### src/rtl/hgna_pkg.sv
// Package for the hex grid neighbor address core: sizes, codes, types and helpers.
// No dependencies.
`timescale 1ns / 1ps

package hgna_pkg;

  localparam int ROW_BITS    = 10;
  localparam int COLUMN_BITS = 10;
  localparam int LEVEL_BITS  = 4;

  localparam int IDX_W   = 24;
  localparam int CFG_W   = 11;
  localparam int LCFG_W  = 5;
  localparam int CIDX_W  = 2;
  localparam int AREA_W  = ROW_BITS + COLUMN_BITS + 1;
  localparam int DIV_W   = IDX_W + 2;
  localparam int NSTEP   = LEVEL_BITS + ROW_BITS;
  localparam int NSTG    = (NSTEP + 1) / 2;
  localparam int NDIR    = 6;

  localparam logic [CIDX_W-1:0] REG_ROWS   = 2'd0;
  localparam logic [CIDX_W-1:0] REG_COLS   = 2'd1;
  localparam logic [CIDX_W-1:0] REG_LEVELS = 2'd2;

  typedef enum logic [2:0] {
    DIR_NE     = 3'd0,
    DIR_NW     = 3'd1,
    DIR_SE     = 3'd2,
    DIR_SW     = 3'd3,
    DIR_E      = 3'd4,
    DIR_W      = 3'd5,
    OP_ALL     = 3'd6,
    OP_INVALID = 3'd7
  } hgna_op_e;

  // Word travelling through the divider pipeline.
  typedef struct packed {
    logic             valid;
    logic             ovf;
    logic [2:0]       op;
    logic [IDX_W-1:0] idx;
    logic [IDX_W-1:0] rem;
    logic [NSTEP-1:0] quo;
  } hgna_pipe_t;

  // Direction held at each position of the all-neighbors sweep.
  function automatic hgna_op_e sweep_dir(input logic [2:0] pos);
    hgna_op_e d;
    case (pos)
      3'd0:    d = DIR_NE;
      3'd1:    d = DIR_NW;
      3'd2:    d = DIR_E;
      3'd3:    d = DIR_W;
      3'd4:    d = DIR_SE;
      3'd5:    d = DIR_SW;
      default: d = DIR_NE;
    endcase
    return d;
  endfunction

endpackage

### src/rtl/hgna_divpipe.sv
// Pipelined restoring divider that splits a cell index into level, row and column.
// Depends on hgna_pkg. Two quotient bits are resolved per stage.
`timescale 1ns / 1ps

module hgna_divpipe import hgna_pkg::*; (
  input  logic              clk_i,
  input  logic              rst_ni,
  input  logic              en_i,
  input  hgna_pipe_t        in_i,
  input  logic [AREA_W-1:0] area_i,
  input  logic [CFG_W-1:0]  cols_i,
  output hgna_pipe_t        out_o
);

  hgna_pipe_t stg_q [NSTG+1];
  hgna_pipe_t stg_d [NSTG+1];

  always_comb begin
    logic [DIV_W-1:0] dv;
    hgna_pipe_t       w;
    int               s;
    stg_d[0] = in_i;
    for (int g = 0; g < NSTG; g++) begin
      w = stg_q[g];
      for (int t = 0; t < 2; t++) begin
        s = 2 * g + t;
        if (s < NSTEP) begin
          if (s < LEVEL_BITS) begin
            dv = DIV_W'(area_i) << (LEVEL_BITS - 1 - s);
          end else begin
            dv = DIV_W'(cols_i) << (NSTEP - 1 - s);
          end
          if (DIV_W'(w.rem) >= dv) begin
            w.rem = w.rem - dv[IDX_W-1:0];
            w.quo = {w.quo[NSTEP-2:0], 1'b1};
          end else begin
            w.quo = {w.quo[NSTEP-2:0], 1'b0};
          end
        end
      end
      stg_d[g+1] = w;
    end
  end

  always_ff @(posedge clk_i or negedge rst_ni) begin
    if (!rst_ni) begin
      for (int g = 0; g <= NSTG; g++) begin
        stg_q[g].valid <= 1'b0;
      end
    end else if (en_i) begin
      for (int g = 0; g <= NSTG; g++) begin
        stg_q[g] <= stg_d[g];
      end
    end
  end

  assign out_o = stg_q[NSTG];

endmodule

### src/rtl/hex_grid_neighbor_address_core.sv
// Top level of the hex grid neighbor address core (odd-r offset, pointy-top).
// Depends on hgna_pkg and hgna_divpipe.
`timescale 1ns / 1ps

// A cell index and opcode are taken at each clock edge where start_i is high
// and busy_o is low. Single-direction and invalid opcodes give one result word
// each and run at one item per cycle while busy_o is low; an all-neighbors
// opcode gives zero to six result words, one per cycle, so it occupies the
// result sequencer until it has sent them all. Each item passes through the
// divider pipeline, which resolves two quotient bits per stage, then through
// the bound checks and the result sequencer. busy_o is high while the result
// sequencer still has more than one word of an all-neighbors item to send; the
// whole pipeline holds in place during that time. Results are shown for one
// cycle with result_valid_o and cannot be held off by the receiver.
module hex_grid_neighbor_address_core import hgna_pkg::*; (
  input  logic              clk_i,
  input  logic              rst_ni,
  input  logic              start_i,
  output logic              busy_o,
  input  logic [IDX_W-1:0]  cell_index_i,
  input  logic [2:0]        opcode_i,
  input  logic              cfg_valid_i,
  output logic              cfg_ready_o,
  input  logic [CIDX_W-1:0] cfg_index_i,
  input  logic [CFG_W-1:0]  cfg_data_i,
  output logic              result_valid_o,
  output logic [IDX_W-1:0]  nbr_index_o,
  output logic              found_o,
  output logic [2:0]        neighbor_direction_o,
  output logic              last_o
);

  localparam logic [CFG_W-1:0]  RowMax = CFG_W'(1 << ROW_BITS);
  localparam logic [CFG_W-1:0]  ColMax = CFG_W'(1 << COLUMN_BITS);
  localparam logic [LCFG_W-1:0] LevMax = LCFG_W'(1 << LEVEL_BITS);

  // Configuration registers hold the sizes already clamped to their legal range,
  // and the level area is kept alongside so the pipeline never multiplies.
  logic [CFG_W-1:0]  rows_q, rows_d, cols_q, cols_d;
  logic [LCFG_W-1:0] levs_q, levs_d;
  logic [AREA_W-1:0] area_q, area_d;

  assign cfg_ready_o = 1'b1;

  always_comb begin
    rows_d = rows_q;
    cols_d = cols_q;
    levs_d = levs_q;
    if (cfg_valid_i) begin
      case (cfg_index_i)
        REG_ROWS: begin
          rows_d = (cfg_data_i == '0) ? CFG_W'(1) :
                   (cfg_data_i > RowMax) ? RowMax : cfg_data_i;
        end
        REG_COLS: begin
          cols_d = (cfg_data_i == '0) ? CFG_W'(1) :
                   (cfg_data_i > ColMax) ? ColMax : cfg_data_i;
        end
        REG_LEVELS: begin
          levs_d = (cfg_data_i[LCFG_W-1:0] > LevMax) ? LevMax : cfg_data_i[LCFG_W-1:0];
        end
        default: begin
        end
      endcase
    end
    area_d = AREA_W'(rows_d) * AREA_W'(cols_d);
  end

  always_ff @(posedge clk_i or negedge rst_ni) begin
    if (!rst_ni) begin
      rows_q <= CFG_W'(1);
      cols_q <= CFG_W'(1);
      levs_q <= LCFG_W'(1);
      area_q <= AREA_W'(1);
    end else begin
      rows_q <= rows_d;
      cols_q <= cols_d;
      levs_q <= levs_d;
      area_q <= area_d;
    end
  end

  // The pipeline advances whenever the sequencer takes a new item, that is while busy_o is low.
  logic       hold;
  logic       en;
  hgna_pipe_t div_in, div_out;

  assign en     = !hold;
  assign busy_o = hold;

  always_comb begin
    div_in.valid = start_i && !hold;
    div_in.ovf   = ({1'b0, cell_index_i} >= ((IDX_W + 1)'(area_q) << LEVEL_BITS));
    div_in.op    = opcode_i;
    div_in.idx   = cell_index_i;
    div_in.rem   = cell_index_i;
    div_in.quo   = '0;
  end

  hgna_divpipe u_div (
    .clk_i  (clk_i),
    .rst_ni (rst_ni),
    .en_i   (en),
    .in_i   (div_in),
    .area_i (area_q),
    .cols_i (cols_q),
    .out_o  (div_out)
  );

  // Final stage: bound checks for all six directions, in sweep order.
  logic                f_valid_q, f_even_q, f_all_q, f_inv_q;
  logic [NDIR-1:0]     f_pend_q, f_exists_q;
  logic [IDX_W-1:0]    f_idx_q;
  logic                f_even_d;
  logic [NDIR-1:0]     f_pend_d, f_exists_d;

  always_comb begin
    logic [LEVEL_BITS-1:0] lvl;
    logic [ROW_BITS-1:0]   r;
    logic [CFG_W-1:0]      c;
    logic                  ok, up, dn, rt, lf;
    lvl = div_out.quo[NSTEP-1 -: LEVEL_BITS];
    r   = div_out.quo[ROW_BITS-1:0];
    c   = div_out.rem[CFG_W-1:0];
    ok  = !div_out.ovf && (LCFG_W'(lvl) < levs_q);
    up  = (r != '0);
    dn  = ((CFG_W'(r) + CFG_W'(1)) < rows_q);
    rt  = ((c + CFG_W'(1)) < cols_q);
    lf  = (c != '0);
    f_even_d = !r[0];
    // NE, NW, E, W, SE, SW
    f_exists_d[0] = ok && up && (f_even_d || rt);
    f_exists_d[1] = ok && up && (!f_even_d || lf);
    f_exists_d[2] = ok && rt;
    f_exists_d[3] = ok && lf;
    f_exists_d[4] = ok && dn && (f_even_d || rt);
    f_exists_d[5] = ok && dn && (!f_even_d || lf);
    case (hgna_op_e'(div_out.op))
      DIR_NE:     f_pend_d = 6'b000001;
      DIR_NW:     f_pend_d = 6'b000010;
      DIR_E:      f_pend_d = 6'b000100;
      DIR_W:      f_pend_d = 6'b001000;
      DIR_SE:     f_pend_d = 6'b010000;
      DIR_SW:     f_pend_d = 6'b100000;
      OP_ALL:     f_pend_d = f_exists_d;
      default:    f_pend_d = 6'b000001;
    endcase
  end

  always_ff @(posedge clk_i or negedge rst_ni) begin
    if (!rst_ni) begin
      f_valid_q <= 1'b0;
    end else if (en) begin
      f_valid_q <= div_out.valid;
    end
  end

  always_ff @(posedge clk_i) begin
    if (en) begin
      f_pend_q   <= f_pend_d;
      f_exists_q <= f_exists_d;
      f_even_q   <= f_even_d;
      f_idx_q    <= div_out.idx;
      f_all_q    <= (hgna_op_e'(div_out.op) == OP_ALL);
      f_inv_q    <= (hgna_op_e'(div_out.op) == OP_INVALID);
    end
  end

  // Result sequencer: sends one pending direction per cycle, lowest sweep slot
  // first. It loads the next item when at most one word is left.
  logic [NDIR-1:0]  em_pend_q, em_exists_q;
  logic [IDX_W-1:0] em_idx_q;
  logic             em_even_q, em_all_q, em_inv_q;
  logic [NDIR-1:0]  rest;
  logic [2:0]       pos;
  hgna_op_e         dir;
  logic             sel_found;
  logic [IDX_W-1:0] sel_index;

  always_comb begin
    logic [NDIR-1:0]  low;
    logic [IDX_W-1:0] off;
    low  = em_pend_q & (~em_pend_q + NDIR'(1));
    rest = em_pend_q & ~low;
    hold = (rest != '0);
    pos  = 3'd0;
    for (int k = NDIR - 1; k >= 0; k--) begin
      if (low[k]) begin
        pos = 3'(k);
      end
    end
    dir = sweep_dir(pos);
    sel_found = em_all_q || (!em_inv_q && em_exists_q[pos]);
    case (dir)
      DIR_NE:  off = -IDX_W'(cols_q) + (em_even_q ? IDX_W'(0) : IDX_W'(1));
      DIR_NW:  off = -IDX_W'(cols_q) - (em_even_q ? IDX_W'(1) : IDX_W'(0));
      DIR_SE:  off =  IDX_W'(cols_q) + (em_even_q ? IDX_W'(0) : IDX_W'(1));
      DIR_SW:  off =  IDX_W'(cols_q) - (em_even_q ? IDX_W'(1) : IDX_W'(0));
      DIR_E:   off =  IDX_W'(1);
      DIR_W:   off = -IDX_W'(1);
      default: off = '0;
    endcase
    sel_index = sel_found ? (em_idx_q + off) : '0;
  end

  always_ff @(posedge clk_i or negedge rst_ni) begin
    if (!rst_ni) begin
      em_pend_q      <= '0;
      result_valid_o <= 1'b0;
    end else begin
      result_valid_o <= (em_pend_q != '0);
      if (hold) begin
        em_pend_q <= rest;
      end else begin
        em_pend_q <= f_valid_q ? f_pend_q : '0;
      end
    end
  end

  always_ff @(posedge clk_i) begin
    if (!hold) begin
      em_exists_q <= f_exists_q;
      em_idx_q    <= f_idx_q;
      em_even_q   <= f_even_q;
      em_all_q    <= f_all_q;
      em_inv_q    <= f_inv_q;
    end
    nbr_index_o          <= sel_index;
    found_o              <= sel_found;
    neighbor_direction_o <= em_inv_q ? 3'(DIR_NE) : 3'(dir);
    last_o               <= !hold;
  end

endmodule

### config.mk
export PLATFORM = sky130hd
export DESIGN_NAME = hex_grid_neighbor_address_core
export DESIGN_NICKNAME = d
export VERILOG_FILES = /design/src/rtl/hgna_pkg.sv /design/src/rtl/hgna_divpipe.sv /design/src/rtl/hex_grid_neighbor_address_core.sv
export SDC_FILE = /design/constraint.sdc
export NUM_CORES = 2
export LEC_CHECK = 0
export BUFFER_PORTS_ARGS = -buffer_cell sky130_fd_sc_hd__buf_4
export CAP_MARGIN = 20
export CORE_MARGIN = 4
export CORE_UTILIZATION = 37
export DETAILED_ROUTE_END_ITERATION = 8
export PLACE_DENSITY = 0.57
export SYNTH_ARGS = -nofsm -noshare
export SYNTH_HDL_FRONTEND = slang
export SYNTH_SLANG_ARGS = --single-unit
### constraint.sdc
create_clock -name clk_i -period 49.7 [get_ports clk_i]
set_input_delay 2.485 -clock clk_i [delete_from_list [all_inputs] [get_ports clk_i]]
set_output_delay 2.485 -clock clk_i [all_outputs]
set_load 0.01 [all_outputs]
==> impl_metrics.env <==
export IMPL_die_x_um=334.2
export IMPL_cp_num_cells=21
export IMPL_status="complete, no violations"
export IMPL_crit_path_max_incr_delay_ns=0.70
export IMPL_worstPathRequired_ns=50.26
export IMPL_grt_pass1_vias=27260
export IMPL_cts_max_level=3
export IMPL_place_area_um2=41670
export IMPL_r2r_end="u_div.stg_q[299]"
export IMPL_rsz0062_at_grt="no"
export IMPL_drc_errors=0
export IMPL_r2r_start="cols_q[1]"
export IMPL_synth_warnings=0
export IMPL_area_growth_synth_to_final_pct=11.97
export IMPL_crit_type="input pin to register"
export IMPL_synth_nets=4167
export IMPL_setup_viol=0
export IMPL_slowest_stage="or3b_2"
export IMPL_placement_io_buffers=74
export IMPL_cts_buffers=68
export IMPL_antenna_found_initial=2
export IMPL_synth_top_area_cell="edfxtp_1"
export IMPL_cts_root_buf="clkbuf_16"
export IMPL_cp_common_cell="fa_1"
export IMPL_cp_top_family="adder cells"
export IMPL_fin_area_um2=44080
export IMPL_ant_nets=0
export IMPL_synth_cell_types=94
export IMPL_track_usage_pct=17.45
export IMPL_first_pass_iters=6
export IMPL_drv_slew=0
export IMPL_initial_utilization_pct=37.35
export IMPL_synth_top_cell_area_share_pct=38.52
export IMPL_grt_pass1_wl_um=154400
export IMPL_cts_sinks=598
export IMPL_worstPathArrival_ns=8.81
export IMPL_r2r_cells=23
export IMPL_critPathCaptureType="register"
export IMPL_path_clk_slew_ns=0.06
export IMPL_yosysSeqAreaShare_pct=44.07
export IMPL_rows=119
export IMPL_finClkSkew_ns=0.04163
export IMPL_clock_latency_ns=0.64
export IMPL_grt_max_degree=86
export IMPL_netlist_instances=3682
export IMPL_slew_headroom_pct=31.75
export IMPL_nFillCells=10060
export IMPL_drive_gt1_share_pct=10.15
export IMPL_holdPathStages=0
export IMPL_coreArea_um2=105400
export IMPL_wl_met1_um=44820
export IMPL_synth_area_um2=39370
export IMPL_synthFlopType="edfxtp_1"
export IMPL_die_h_um=334.2
export IMPL_gp_congestion=0.8899
export IMPL_ys_async_sr_fraction_pct=10.70
export IMPL_cts_tree="built"
export IMPL_crit_chain="buf_4, or3b_2, a21oi_1, inv_1, nand2_1, fa_1, fa_1, inv_1, fa_1, inv_1, fa_1, inv_1, fa_1, ha_1, nand3_1, a211oi_1, o31ai_1, nor2_1, or3_1, a21oi_1, xnor2_1"
export IMPL_num_vias=27710
export IMPL_dr_wl_met2_um=46180
export IMPL_worstSetupEndpoint="area_q[19]"
export IMPL_top_layer="met4"
export IMPL_reg2reg_slack_ns=42.15
export IMPL_num_antenna_cells=0
export IMPL_hold_path_class="register to register"
export IMPL_synth_edf_count=505
export IMPL_path_buf_inv=5
export IMPL_dieArea_um2=111700
export IMPL_wl_per_cell_um=18.71
export IMPL_clk_path_buf_depth=3
export IMPL_worst_setup_path_start_kind="input pin"
export IMPL_hold_violations=0
export IMPL_tightestPinTransition_ns=1.016
export IMPL_finalNetCount=4273
export IMPL_drt_total_wl_um=97880
export IMPL_first_iter_violations=1928
export IMPL_via_per_inst=5.295
export IMPL_cts_resized=0
export IMPL_critPathLaunch="cfg_index_i[1]"
export IMPL_finalCritPeriodShare_pct=16.59
export IMPL_worstPathMaxFanout=21
export IMPL_cts_hold_buf=0
export IMPL_syn_avg_cell_area_um2=10.69
export IMPL_post_cts_buffers=0
export IMPL_hpwlAfterDp_um=75190
export IMPL_drv_max_cap_violation_count=0
export IMPL_synth_top_cells_by_area="edfxtp_1 39%, ha_1 11%, fa_1 4.8%"
export IMPL_utilization_pct=41.82
export IMPL_floorplan_io_pins=76
export IMPL_fin_crit_ns=8.244
export IMPL_grt_overflow=0
export IMPL_synth_seq_cells=598
export IMPL_tns_ns=0
export IMPL_timing_fmax_mhz=121.3
export IMPL_dr_wl_met3_um=4238
==> layout make-up <==
cell class | count | area (um2) | area share, %
clock inverter | 46 | 640.6 | 1.453
sequential | 598 | 17350 | 39.36
clock buffer | 78 | 1749 | 3.968
timing repair buffer | 116 | 890.9 | 2.021
multi-input combinational | 2739 | 20720 | 46.99
inverter | 265 | 994.7 | 2.256
tap | 1391 | 1740 | 3.948
==> state kept, by name (all words and copies together), names as in the netlist, 21 cells and up <==
register     cells
u_div.stg_d    201
u_div.stg_q    186
u_div.out_o     54
em_idx_q        24
f_idx_q         24
nbr_index_o     24
area_q          21
==> routing by layer <==
layer | global-route usage (%) | up-vias
met4 | 5.034 | 0
li1 | - | 13680
met1 | 23.69 | 13310
met3 | 2.161 | 138
met5 | 0 | -
met2 | 29.42 | 578
==> metrics by stage <==
stage / hold WS [ns] / setup WS, ns / instances
floorplan: 0.4003 / 27.36 / 3682
global placement: 0.4012 / 40.92 / 5108
finish: 0.3854 / 41.46 / 5233
global route: 0.3908 / 41.10 / 5233
CTS: 0.3842 / 41.54 / 5232
detailed placement: 0.4045 / 40.87 / 5108
==> cell usage after synthesis (61+ instances only) <==
master      n
edfxtp_1  505
ha_1      346
nor2_1    282
nand2_1   269
inv_1     256
a21oi_1   243
xnor2_1   187
o21ai_0   175
mux2_2     96
fa_1       95
a21o_1     92
nor3_1     85
xor2_1     79
nand4_1    70
nand3_1    68
clkbuf_1   61
==> cells in the final DEF, fill, tap and decap left out, types with 52 or more instances in the layout <==
master     count
o21ai_0      175
dfrtp_1       60
clkbuf_16     68
nand2b_1      59
fa_1          95
mux2_2        96
nand3_1       68
nor2b_1       52
a21oi_1      241
nor3_1        85
inv_1        255
nor2_1       282
nand2_1      269
ha_1         346
xor2_1        79
buf_4        115
nand4_1       70
edfxtp_1     505
xnor2_1      187
a21o_1        92
==> how the worst min path moves through the flow <==
stage                     start                to
2_1_floorplan           f_all_q          em_all_q
3_3_place_gp   u_div.stg_q[202]  u_div.stg_q[137]
3_5_place_dp      f_exists_q[3]    em_exists_q[3]
4_1_cts        u_div.stg_d[255]  u_div.stg_d[188]
5_1_grt        u_div.stg_d[255]  u_div.stg_d[188]
6_report       u_div.stg_d[308]  u_div.stg_d[241]
==> worst register-to-register path, stage by stage (launching register included) <==
cell,delay [ns]
dfrtp_1,0.35
buf_4,0.24
inv_1,0.53
buf_4,0.37
ha_1,0.30
nor2b_1,0.13
o21ai_0,0.23
a21oi_1,0.12
a211oi_1,0.53
o311ai_0,0.31
nor2_1,0.43
inv_1,0.40
o21ai_0,0.62
fa_1,0.32
nor2b_1,0.05
o21ai_0,0.25
a21boi_0,0.18
o21ai_0,0.19
nand2b_1,0.11
a31oi_1,0.35
a21oi_1,0.11
and4bb_2,0.38
nand2_1,0.37
mux2_2,0.42
==> logic make-up after synthesis <==
logic type | after synthesis | synth area share [%]
adder cells (fa/ha/maj) | 442 | 15.85
XOR/XNOR | 266 | 5.917
other | 1 | 0.009525
multiplexers | 142 | 4.138
AND/OR/NAND/NOR | 1082 | 13.56
flip-flops | 598 | 44.07
AO/OA/AOI/OAI | 806 | 13.07
buffers and inverters | 345 | 3.381
Power is left out: the tool's default activity adds up to more than one toggle a clock period on the data nets, which glitch-free logic cannot reach.
